File: src/hdl/rtef_pkg.sv
// ----------------------------------------------------------------------------
// rtef_pkg
// Types, codes and constants shared by the RS485 transmit echo filter.
// ----------------------------------------------------------------------------
package rtef_pkg;

    localparam int unsigned MIN_ARM_LEN = 4;
    localparam int unsigned DROP_MIN    = 3;
    localparam logic [16:0] ELAPSED_MAX = 17'h1FFFF;
    localparam logic [15:0] TIMEOUT_RST = 16'd50;

    typedef enum logic [1:0] {
        ACT_TX   = 2'd0,
        ACT_RX   = 2'd1,
        ACT_TICK = 2'd2,
        ACT_NONE = 2'd3
    } t_action;

    typedef enum logic [1:0] {
        KIND_FWD  = 2'd0,
        KIND_ECHO = 2'd1,
        KIND_DROP = 2'd2
    } t_kind;

    typedef enum logic [1:0] {
        CFG_CODES_LO = 2'd0,
        CFG_CODES_HI = 2'd1,
        CFG_TIMEOUT  = 2'd2
    } t_cfg;

    typedef enum logic [1:0] {
        SRC_MEM   = 2'd0,
        SRC_EVENT = 2'd1,
        SRC_BYTE  = 2'd2
    } t_src;

    typedef enum logic [2:0] {
        ST_IDLE,
        ST_EXEC,
        ST_FRD,
        ST_FOUT,
        ST_EVENT,
        ST_TAIL
    } t_state;

    // results owed for one item, emitted in the order flush, event, tail
    typedef struct packed {
        logic  flush;
        logic  ev;
        t_kind ev_kind;
        logic  tail;
    } t_plan;

    typedef struct packed {
        t_plan plan;
        logic  flush_last;
        logic  out_free;
    } t_dp_status;

    typedef struct packed {
        logic  accept;
        logic  exec;
        logic  rd_flush;
        logic  emit;
        t_src  emit_src;
        t_kind emit_kind;
        logic  emit_last;
    } t_dp_cmd;

    function automatic logic code_on(input logic [7:0] code,
                                     input logic [63:0] lo,
                                     input logic [63:0] hi);
        logic r;
        if (code[7]) begin
            r = 1'b0;
        end else if (code[6]) begin
            r = hi[code[5:0]];
        end else begin
            r = lo[code[5:0]];
        end
        return r;
    endfunction

endpackage

File: src/hdl/rs485_tx_echo_filter.sv
// ----------------------------------------------------------------------------
// rs485_tx_echo_filter
// Local echo suppression for a half-duplex RS485 transceiver.
// ----------------------------------------------------------------------------
// An item that causes no result (transmit byte, plain tick) returns the
// sequencer to idle after its update; each byte forwarded from the held
// prefix is first read out of the frame store through its registered read
// port and then loaded into the output register. A stalled output holds
// the sequencer. The frame store has no reset: only bytes of the current
// frame are ever read back.
module rs485_tx_echo_filter #(
    parameter int MAX_FRAME = 32
) (
    input  logic        i_clk,
    input  logic        i_rst_n,
    input  logic        i_cfg_we,
    input  logic [1:0]  i_cfg_index,
    input  logic [63:0] i_cfg_data,
    input  logic        i_in_valid,
    output logic        o_in_ready,
    input  logic [1:0]  i_action,
    input  logic [7:0]  i_data_byte,
    input  logic        i_frame_end,
    output logic        o_out_valid,
    input  logic        i_out_ready,
    output logic [7:0]  o_out_byte,
    output logic [1:0]  o_kind,
    output logic        o_last,
    output logic [31:0] o_echo_count,
    output logic [31:0] o_drop_count,
    output logic [31:0] o_mismatch_count
);
    import rtef_pkg::*;

    t_dp_cmd    dp_cmd;
    t_dp_status dp_status;

    rtef_ctrl u_ctrl (
        .i_clk      (i_clk),
        .i_rst_n    (i_rst_n),
        .i_in_valid (i_in_valid),
        .i_status   (dp_status),
        .o_cmd      (dp_cmd),
        .o_in_ready (o_in_ready)
    );

    rtef_datapath #(
        .MAX_FRAME (MAX_FRAME)
    ) u_datapath (
        .i_clk            (i_clk),
        .i_rst_n          (i_rst_n),
        .i_cfg_we         (i_cfg_we),
        .i_cfg_index      (i_cfg_index),
        .i_cfg_data       (i_cfg_data),
        .i_action         (i_action),
        .i_data_byte      (i_data_byte),
        .i_frame_end      (i_frame_end),
        .i_out_ready      (i_out_ready),
        .i_cmd            (dp_cmd),
        .o_status         (dp_status),
        .o_out_valid      (o_out_valid),
        .o_out_byte       (o_out_byte),
        .o_kind           (o_kind),
        .o_last           (o_last),
        .o_echo_count     (o_echo_count),
        .o_drop_count     (o_drop_count),
        .o_mismatch_count (o_mismatch_count)
    );

    a_emit_free: assert property (@(posedge i_clk) disable iff (!i_rst_n)
        dp_cmd.emit |-> dp_status.out_free)
        else $error("result loaded over an untaken result");

    a_accept_exec: assert property (@(posedge i_clk) disable iff (!i_rst_n)
        (i_in_valid && o_in_ready) |=> (dp_cmd.exec && !o_in_ready))
        else $error("accepted item not executed next cycle");

    a_last_idle: assert property (@(posedge i_clk) disable iff (!i_rst_n)
        (dp_cmd.emit && dp_cmd.emit_last) |=> o_in_ready)
        else $error("sequencer busy after final result");

    a_idle_quiet: assert property (@(posedge i_clk) disable iff (!i_rst_n)
        o_in_ready |-> (!dp_cmd.emit && !dp_cmd.exec))
        else $error("activity while waiting for an item");

endmodule

File: src/hdl/rtef_datapath.sv
// ----------------------------------------------------------------------------
// rtef_datapath
// Frame store, match state, counters, configuration and output register.
// ----------------------------------------------------------------------------
module rtef_datapath #(
    parameter int MAX_FRAME = 32
) (
    input  logic                 i_clk,
    input  logic                 i_rst_n,
    input  logic                 i_cfg_we,
    input  logic [1:0]           i_cfg_index,
    input  logic [63:0]          i_cfg_data,
    input  logic [1:0]           i_action,
    input  logic [7:0]           i_data_byte,
    input  logic                 i_frame_end,
    input  logic                 i_out_ready,
    input  rtef_pkg::t_dp_cmd    i_cmd,
    output rtef_pkg::t_dp_status o_status,
    output logic                 o_out_valid,
    output logic [7:0]           o_out_byte,
    output logic [1:0]           o_kind,
    output logic                 o_last,
    output logic [31:0]          o_echo_count,
    output logic [31:0]          o_drop_count,
    output logic [31:0]          o_mismatch_count
);
    import rtef_pkg::*;

    localparam int LW = $clog2(MAX_FRAME + 1);
    localparam int AW = $clog2(MAX_FRAME);

    logic [7:0]    r_mem [MAX_FRAME];
    logic [7:0]    r_rd;
    logic [AW-1:0] rd_addr;
    logic          mem_we;
    logic [AW-1:0] mem_wa;

    logic [63:0]   r_codes_lo, r_codes_hi;
    logic [15:0]   r_timeout;

    t_action       r_act;
    logic [7:0]    r_byte;
    logic          r_end;

    logic [LW-1:0] r_frame_len, n_frame_len;
    logic [LW-1:0] r_matched, n_matched;
    logic          r_active, n_active;
    logic          r_tx_loading, n_tx_loading;
    logic          r_overlong, n_overlong;
    logic [16:0]   r_elapsed, n_elapsed;
    logic [31:0]   r_echo, n_echo;
    logic [31:0]   r_drop, n_drop;
    logic [31:0]   r_mism, n_mism;
    logic [7:0]    r_code, n_code;
    logic [LW-1:0] r_fcnt;
    logic [AW-1:0] r_fidx;

    logic [LW-1:0] len_eff;
    logic          ovl_eff;
    logic [7:0]    code_eff;
    logic [16:0]   el_new;
    t_plan         plan;

    logic          r_ovalid;
    logic [7:0]    r_obyte;
    t_kind         r_okind;
    logic          r_olast;
    logic [31:0]   r_oecho, r_odrop, r_omism;

    // frame store
    assign rd_addr = i_cmd.rd_flush ? r_fidx : r_matched[AW-1:0];

    always_ff @(posedge i_clk) begin
        if (mem_we) begin
            r_mem[mem_wa] <= r_byte;
        end
        r_rd <= r_mem[rd_addr];
    end

    // configuration
    always_ff @(posedge i_clk) begin
        if (!i_rst_n) begin
            r_codes_lo <= '0;
            r_codes_hi <= '0;
            r_timeout  <= TIMEOUT_RST;
        end else if (i_cfg_we) begin
            unique case (i_cfg_index)
                CFG_CODES_LO: begin
                    r_codes_lo <= i_cfg_data;
                end
                CFG_CODES_HI: begin
                    r_codes_hi <= i_cfg_data;
                end
                CFG_TIMEOUT: begin
                    r_timeout <= i_cfg_data[15:0];
                end
                default: begin
                end
            endcase
        end
    end

    // item decode and state update
    always_comb begin
        n_frame_len  = r_frame_len;
        n_matched    = r_matched;
        n_active     = r_active;
        n_tx_loading = r_tx_loading;
        n_overlong   = r_overlong;
        n_elapsed    = r_elapsed;
        n_echo       = r_echo;
        n_drop       = r_drop;
        n_mism       = r_mism;
        n_code       = r_code;
        len_eff      = r_frame_len;
        ovl_eff      = r_overlong;
        code_eff     = r_code;
        el_new       = (r_elapsed != ELAPSED_MAX) ? r_elapsed + 17'd1 : r_elapsed;
        plan         = '0;
        mem_we       = 1'b0;
        mem_wa       = r_frame_len[AW-1:0];
        if (i_cmd.exec) begin
            unique case (r_act)
                ACT_TX: begin
                    if (!r_tx_loading) begin
                        len_eff      = '0;
                        ovl_eff      = 1'b0;
                        n_matched    = '0;
                        n_active     = 1'b0;
                        n_tx_loading = 1'b1;
                    end
                    if (len_eff < LW'(MAX_FRAME)) begin
                        mem_we      = 1'b1;
                        mem_wa      = len_eff[AW-1:0];
                        n_frame_len = len_eff + LW'(1);
                        if (len_eff == LW'(1)) begin
                            code_eff = r_byte;
                        end
                    end else begin
                        n_frame_len = len_eff;
                        ovl_eff     = 1'b1;
                    end
                    n_overlong = ovl_eff;
                    n_code     = code_eff;
                    if (r_end) begin
                        n_tx_loading = 1'b0;
                        n_matched    = '0;
                        if (!ovl_eff && n_frame_len >= LW'(MIN_ARM_LEN) &&
                            code_on(code_eff, r_codes_lo, r_codes_hi)) begin
                            n_active  = 1'b1;
                            n_elapsed = '0;
                        end
                    end
                end
                ACT_RX: begin
                    if (!r_active) begin
                        plan.tail = 1'b1;
                    end else if (r_elapsed > {1'b0, r_timeout}) begin
                        plan.tail = 1'b1;
                        if (r_matched != '0) begin
                            n_active  = 1'b0;
                            n_matched = '0;
                            if (r_matched >= LW'(DROP_MIN)) begin
                                n_drop       = r_drop + 32'd1;
                                plan.ev      = 1'b1;
                                plan.ev_kind = KIND_DROP;
                            end else begin
                                plan.flush = 1'b1;
                            end
                        end
                    end else if (r_matched < r_frame_len && r_byte == r_rd) begin
                        n_matched = r_matched + LW'(1);
                        if (n_matched == r_frame_len) begin
                            n_echo       = r_echo + 32'd1;
                            n_matched    = '0;
                            n_active     = 1'b0;
                            plan.ev      = 1'b1;
                            plan.ev_kind = KIND_ECHO;
                        end
                    end else begin
                        n_mism     = r_mism + 32'd1;
                        n_matched  = '0;
                        n_active   = 1'b0;
                        plan.flush = (r_matched != '0);
                        plan.tail  = 1'b1;
                    end
                end
                ACT_TICK: begin
                    n_elapsed = el_new;
                    if (r_active && r_matched != '0 && el_new > {1'b0, r_timeout}) begin
                        n_active  = 1'b0;
                        n_matched = '0;
                        if (r_matched >= LW'(DROP_MIN)) begin
                            n_drop       = r_drop + 32'd1;
                            plan.ev      = 1'b1;
                            plan.ev_kind = KIND_DROP;
                        end else begin
                            plan.flush = 1'b1;
                        end
                    end
                end
                ACT_NONE: begin
                end
            endcase
        end
    end

    always_ff @(posedge i_clk) begin
        if (!i_rst_n) begin
            r_frame_len  <= '0;
            r_matched    <= '0;
            r_active     <= 1'b0;
            r_tx_loading <= 1'b0;
            r_overlong   <= 1'b0;
            r_elapsed    <= '0;
            r_echo       <= '0;
            r_drop       <= '0;
            r_mism       <= '0;
        end else begin
            r_frame_len  <= n_frame_len;
            r_matched    <= n_matched;
            r_active     <= n_active;
            r_tx_loading <= n_tx_loading;
            r_overlong   <= n_overlong;
            r_elapsed    <= n_elapsed;
            r_echo       <= n_echo;
            r_drop       <= n_drop;
            r_mism       <= n_mism;
        end
    end

    // input capture, held prefix walk
    always_ff @(posedge i_clk) begin
        r_code <= n_code;
        if (i_cmd.accept) begin
            r_act  <= t_action'(i_action);
            r_byte <= i_data_byte;
            r_end  <= i_frame_end;
        end
        if (i_cmd.exec) begin
            r_fcnt <= r_matched;
            r_fidx <= '0;
        end else if (i_cmd.emit && i_cmd.emit_src == SRC_MEM) begin
            r_fidx <= r_fidx + AW'(1);
        end
    end

    // output register
    always_ff @(posedge i_clk) begin
        if (!i_rst_n) begin
            r_ovalid <= 1'b0;
        end else if (i_cmd.emit) begin
            r_ovalid <= 1'b1;
        end else if (i_out_ready) begin
            r_ovalid <= 1'b0;
        end
    end

    always_ff @(posedge i_clk) begin
        if (i_cmd.emit) begin
            unique case (i_cmd.emit_src)
                SRC_MEM:   r_obyte <= r_rd;
                SRC_BYTE:  r_obyte <= r_byte;
                default:   r_obyte <= '0;
            endcase
            r_okind <= i_cmd.emit_kind;
            r_olast <= i_cmd.emit_last;
            r_oecho <= r_echo;
            r_odrop <= r_drop;
            r_omism <= r_mism;
        end
    end

    assign o_status.plan       = plan;
    assign o_status.flush_last = ((LW'(r_fidx) + LW'(1)) == r_fcnt);
    assign o_status.out_free   = !r_ovalid || i_out_ready;

    assign o_out_valid      = r_ovalid;
    assign o_out_byte       = r_obyte;
    assign o_kind           = r_okind;
    assign o_last           = r_olast;
    assign o_echo_count     = r_oecho;
    assign o_drop_count     = r_odrop;
    assign o_mismatch_count = r_omism;

endmodule

File: src/hdl/rtef_ctrl.sv
// ----------------------------------------------------------------------------
// rtef_ctrl
// Sequencer: accepts an item, runs its update, then emits its results.
// ----------------------------------------------------------------------------
module rtef_ctrl (
    input  logic                 i_clk,
    input  logic                 i_rst_n,
    input  logic                 i_in_valid,
    input  rtef_pkg::t_dp_status i_status,
    output rtef_pkg::t_dp_cmd    o_cmd,
    output logic                 o_in_ready
);
    import rtef_pkg::*;

    t_state r_state, n_state;
    t_plan  r_plan, n_plan;

    always_ff @(posedge i_clk) begin
        if (!i_rst_n) begin
            r_state <= ST_IDLE;
            r_plan  <= '0;
        end else begin
            r_state <= n_state;
            r_plan  <= n_plan;
        end
    end

    always_comb begin
        n_state    = r_state;
        n_plan     = r_plan;
        o_cmd      = '0;
        o_in_ready = 1'b0;
        unique case (r_state)
            ST_IDLE: begin
                o_in_ready   = 1'b1;
                o_cmd.accept = i_in_valid;
                if (i_in_valid) begin
                    n_state = ST_EXEC;
                end
            end
            ST_EXEC: begin
                o_cmd.exec = 1'b1;
                n_plan     = i_status.plan;
                priority if (i_status.plan.flush) begin
                    n_state = ST_FRD;
                end else if (i_status.plan.ev) begin
                    n_state = ST_EVENT;
                end else if (i_status.plan.tail) begin
                    n_state = ST_TAIL;
                end else begin
                    n_state = ST_IDLE;
                end
            end
            ST_FRD: begin
                o_cmd.rd_flush = 1'b1;
                n_state        = ST_FOUT;
            end
            ST_FOUT: begin
                o_cmd.rd_flush = 1'b1;
                if (i_status.out_free) begin
                    o_cmd.emit      = 1'b1;
                    o_cmd.emit_src  = SRC_MEM;
                    o_cmd.emit_kind = KIND_FWD;
                    o_cmd.emit_last = i_status.flush_last && !r_plan.tail;
                    if (!i_status.flush_last) begin
                        n_state = ST_FRD;
                    end else if (r_plan.tail) begin
                        n_state = ST_TAIL;
                    end else begin
                        n_state = ST_IDLE;
                    end
                end
            end
            ST_EVENT: begin
                if (i_status.out_free) begin
                    o_cmd.emit      = 1'b1;
                    o_cmd.emit_src  = SRC_EVENT;
                    o_cmd.emit_kind = r_plan.ev_kind;
                    o_cmd.emit_last = !r_plan.tail;
                    n_state         = r_plan.tail ? ST_TAIL : ST_IDLE;
                end
            end
            ST_TAIL: begin
                if (i_status.out_free) begin
                    o_cmd.emit      = 1'b1;
                    o_cmd.emit_src  = SRC_BYTE;
                    o_cmd.emit_kind = KIND_FWD;
                    o_cmd.emit_last = 1'b1;
                    n_state         = ST_IDLE;
                end
            end
            default: begin
                n_state = ST_IDLE;
            end
        endcase
    end

endmodule
File: config.mk
export PLATFORM = sky130hd
export DESIGN_NAME = rs485_tx_echo_filter
export DESIGN_NICKNAME = d
export VERILOG_FILES = /design/src/hdl/rtef_pkg.sv /design/src/hdl/rs485_tx_echo_filter.sv /design/src/hdl/rtef_datapath.sv /design/src/hdl/rtef_ctrl.sv
export SDC_FILE = /design/constraint.sdc
export NUM_CORES = 1
export LEC_CHECK = 0
export BUFFER_PORTS_ARGS = -buffer_cell sky130_fd_sc_hd__clkbuf_2
export CAP_MARGIN = 20
export CORE_MARGIN = 2
export CORE_UTILIZATION = 44
export DETAILED_ROUTE_END_ITERATION = 16
export PLACE_DENSITY_LB_ADDON = 0.25
export SLEW_MARGIN = 20
export SYNTH_ARGS = -nofsm -noshare
export SYNTH_HDL_FRONTEND = slang
export SYNTH_SLANG_ARGS = --single-unit
File: constraint.sdc
create_clock -name i_clk -period 7.2 [get_ports i_clk]
set_input_delay 0.72 -clock i_clk [delete_from_list [all_inputs] [get_ports i_clk]]
set_output_delay 0.72 -clock i_clk [all_outputs]
set_load 0.1 [all_outputs]
==> out/qor.yml <==
critical_path:
  timing.critical_path.to_type: "register"
  critPathLaunchType: "register"
  arrival_ns: 6.35
  r2r_cells: 17
  crit_type: "register to register"
  worstPathMaxFanout: 12
  cp.required_ns: 7.71
grt:
  overflow: 0
  grt_max_degree: 137
  grt_pass1_wl_mm: 122
  antenna_found_initial: 0
  groute.usage.overall: 0.219
  grt_pass1_vias: 21100
sta:
  final_max_slew_viol_count: 0
  tightest_slew_ns: 1.18
  whs_ns: 0.299
  fmax_ghz: 0.171
  finalSetupTns_ns: 0
  setup_violations: 0
  skew_ns: 0.0239
  relSlewSlack: 0.213
  fin_ws_ns: 1.36
  period_minus_slack_ns: 5.84
  fin_crit_sh: 0.811
  hold_violations: 0
  rsz0062_at_grt: "no"
die:
  die_w_um: 267
  io_pins: 191
  initial_core_util: 0.444
  die-area_um2: 71100
  rows: 96
  core_um2: 68500
  die_y_um: 267
place:
  place_congestion: 0.896
  post-place-ws_ns: 1.44
  place_area_um2: 32100
  dp.cells: 3710
  io_buffers: 190
  hpwl_mm: 50.8
min_path:
  hp-class: "primary input to register"
  whs_path_depth: 1
synthesis:
  synth.distinct_cells: 92
  async_flop_share: 0
  synth_edf_count: 388
  synth_top_cell_by_area: "edfxtp_1"
  seq_area_frac_synth: 0.576
  syn-instance-count: 2766
  netlist_area_um2: 30400
  ys_ff_latch: 680
  synth_top_area_share: 0.384
  ys.flop_type: "edfxtp_1"
  synthTopCellsByArea: "edfxtp_1 38%, dfxtp_1 19%, nand2_1 6.6%, mux4_2 4.7%, a21oi_1 3.5%"
  synth_nets: 2899
  yosys_warnings: 0
  avgSynthCellArea_um2: 11.0
cells_and_area:
  num-fill-cells: 6023
  insertedDiodeCount: 0
  synthToLayoutAreaGrowth_pct: 13.3
  fin_area_um2: 34400
  fin_cells: 3838
  nNetsFinal: 3038
  drive_gt1_frac: 0.147
cts:
  cts_made_buffers: 73
  cts_setup_buffers: 0
  cts_buffer_depth: 3
  clk_pin_slew_ns: 0.07
  worstSkewPairLatency_ns: 0.61
  cts_tree: "done"
  clockRootBuffer: "clkbuf_16"
  holdBufCountCts: 0
  htree_levels: 3
  ctsResizeCount: 0
  clock_sinks: 680
run:
  drv_cap: 0
route:
  routed_wirelength_mm: 78.4
  vias: 22200
  viasPerCell: 5.79
  drt_iter0_markers: 1899
  detail_route.wl_per_cell_um: 20.4
  post-route-drc-count: 0
  dr.pass1.iters: 5
  antenna_left: 0
power_and_ir_drop:
  ir_drop_v: 0.000157
  leakagePower_nw: 12.2
  powerDensity_nw_per_um2: 239
run_status:
  status: "completed"
-- report_power, final --
group	leakage (nW)	total (mW)	internal [mW]	switching, mW
sequential	5.89	4.19	4.15	0.0396
clock	1.11	3.65	2.14	1.51
combinational	5.20	0.383	0.101	0.281
total	12.2	8.22	6.38	1.83
-- metal layers --
metal  global-route usage  up-vias  wire length [µm]  share of wire
met5                    0        -                 0              0
met2                0.348      766             36500           0.47
li1                     -    10400                 -              -
met3               0.0284      131              4760          0.061
met4               0.0670        0              1900          0.024
met1                0.313    10900             35200           0.45
-- logic make-up after synthesis --
family	count (synthesis)	synth area share
and+or+nand+nor	1043	0.158
xor gates and xnor gates	96	0.0277
AOI/OAI and AO/OA	500	0.106
buffers and inverters	234	0.0317
DFF	680	0.576
adders and majority gates	51	0.0210
muxes	162	0.0799
-- flip-flops by register name, summed over array words and instances, names as in the netlist, 3 cells and up --
register and count:
u_datapath.r_code 8, u_datapath.r_matched 6, u_ctrl.r_plan 3, u_datapath.r_rd 8, u_datapath.r_codes_lo 64, u_ctrl.r_state 3
u_datapath.o_mismatch_count 32, u_datapath.o_echo_count 32, u_datapath.r_byte 8, u_datapath.r_elapsed 17, u_datapath.r_frame_len 6, u_datapath.r_timeout 16
u_datapath.r_codes_hi 64, u_datapath.r_mem 256, u_datapath.r_fidx 5, u_datapath.o_out_byte 8, u_datapath.r_mism 32, u_datapath.o_drop_count 32
u_datapath.r_echo 32, u_datapath.r_drop 32, u_datapath.r_fcnt 6
-- per-stage QoR --
step | util | power [mW]
2_1_floorplan | - | 4.51
3_3_place_gp | 0.468 | 4.64
3_5_place_dp | 0.468 | 4.65
4_1_cts | 0.502 | 8.28
5_1_grt | 0.502 | 8.49
6_report | 0.502 | 8.22
-- synthesized netlist by cell type, types with 12 or more instances --
cell	instances
nand2_1	532
edfxtp_1	388
dfxtp_1	292
a21oi_1	214
nor2_1	144
clkbuf_1	118
nand3_1	103
mux2i_1	94
inv_1	66
mux4_2	64
o21ai_0	64
xnor2_1	59
ha_1	51
nand4_1	44
nor3_1	42
xor2_1	37
nand2b_1	28
o211ai_1	27
o22ai_1	27
a221oi_1	26
buf_1	21
and3_1	20
nor4_1	20
buf_2	18
or3_1	18
and2_1	16
and4_1	16
nor2b_1	16
a31oi_1	15
or4_1	12
-- layout make-up --
cell class,count,area [µm²],share of cell area
Sequential cell,680,17500,0.509
Multi-Input combinational cell,1852,12000,0.348
Clock buffer,97,2010,0.0584
Inverter,68,268,0.00778
Tap cell,882,1100,0.0321
Clock inverter,29,288,0.00837
Timing Repair Buffer,230,1270,0.0370
-- worst max-delay path, cell delays in order, from the launching register on --
cell and delay (ns):
dfxtp_1 0.48, nand4_1 0.36, nor4_2 0.60, nand3_1 0.41
nand2_1 0.44, nor3_1 0.16, and3_1 0.25, xor2_1 0.15
ha_1 0.30, nand4_1 0.12, nor3_1 0.27, o31ai_1 0.13
o2111a_1 0.15, o221ai_1 0.55, nand2_1 0.25, a221o_1 0.46
or4_1 0.51, a21oi_1 0.15
-- layout by cell type (no fill, tap or decap), types with 42 or more instances in the layout --
cell type	n
clkbuf_16	74
ha_1	51
mux2i_1	92
xnor2_1	59
nor2_1	143
clkbuf_2	190
mux4_2	64
nor3_1	42
nand3_1	103
o21ai_0	64
nand4_1	44
a21oi_1	212
nand2_1	532
dfxtp_1	292
edfxtp_1	388
inv_1	66
-- final timing paths --
path	from	end	slack, ns
worst max-delay path	u_datapath.r_elapsed[4]	u_datapath.r_matched[3]	1.36
worst min-delay path	i_data_byte[3]	u_datapath.r_byte[3]	0.30
worst max register to register	u_datapath.r_elapsed[4]	u_datapath.r_matched[3]	1.36
worst min register to register	u_datapath.r_drop[27]	u_datapath.o_drop_count[27]	0.44
Power figures use the tool's default switching activity.
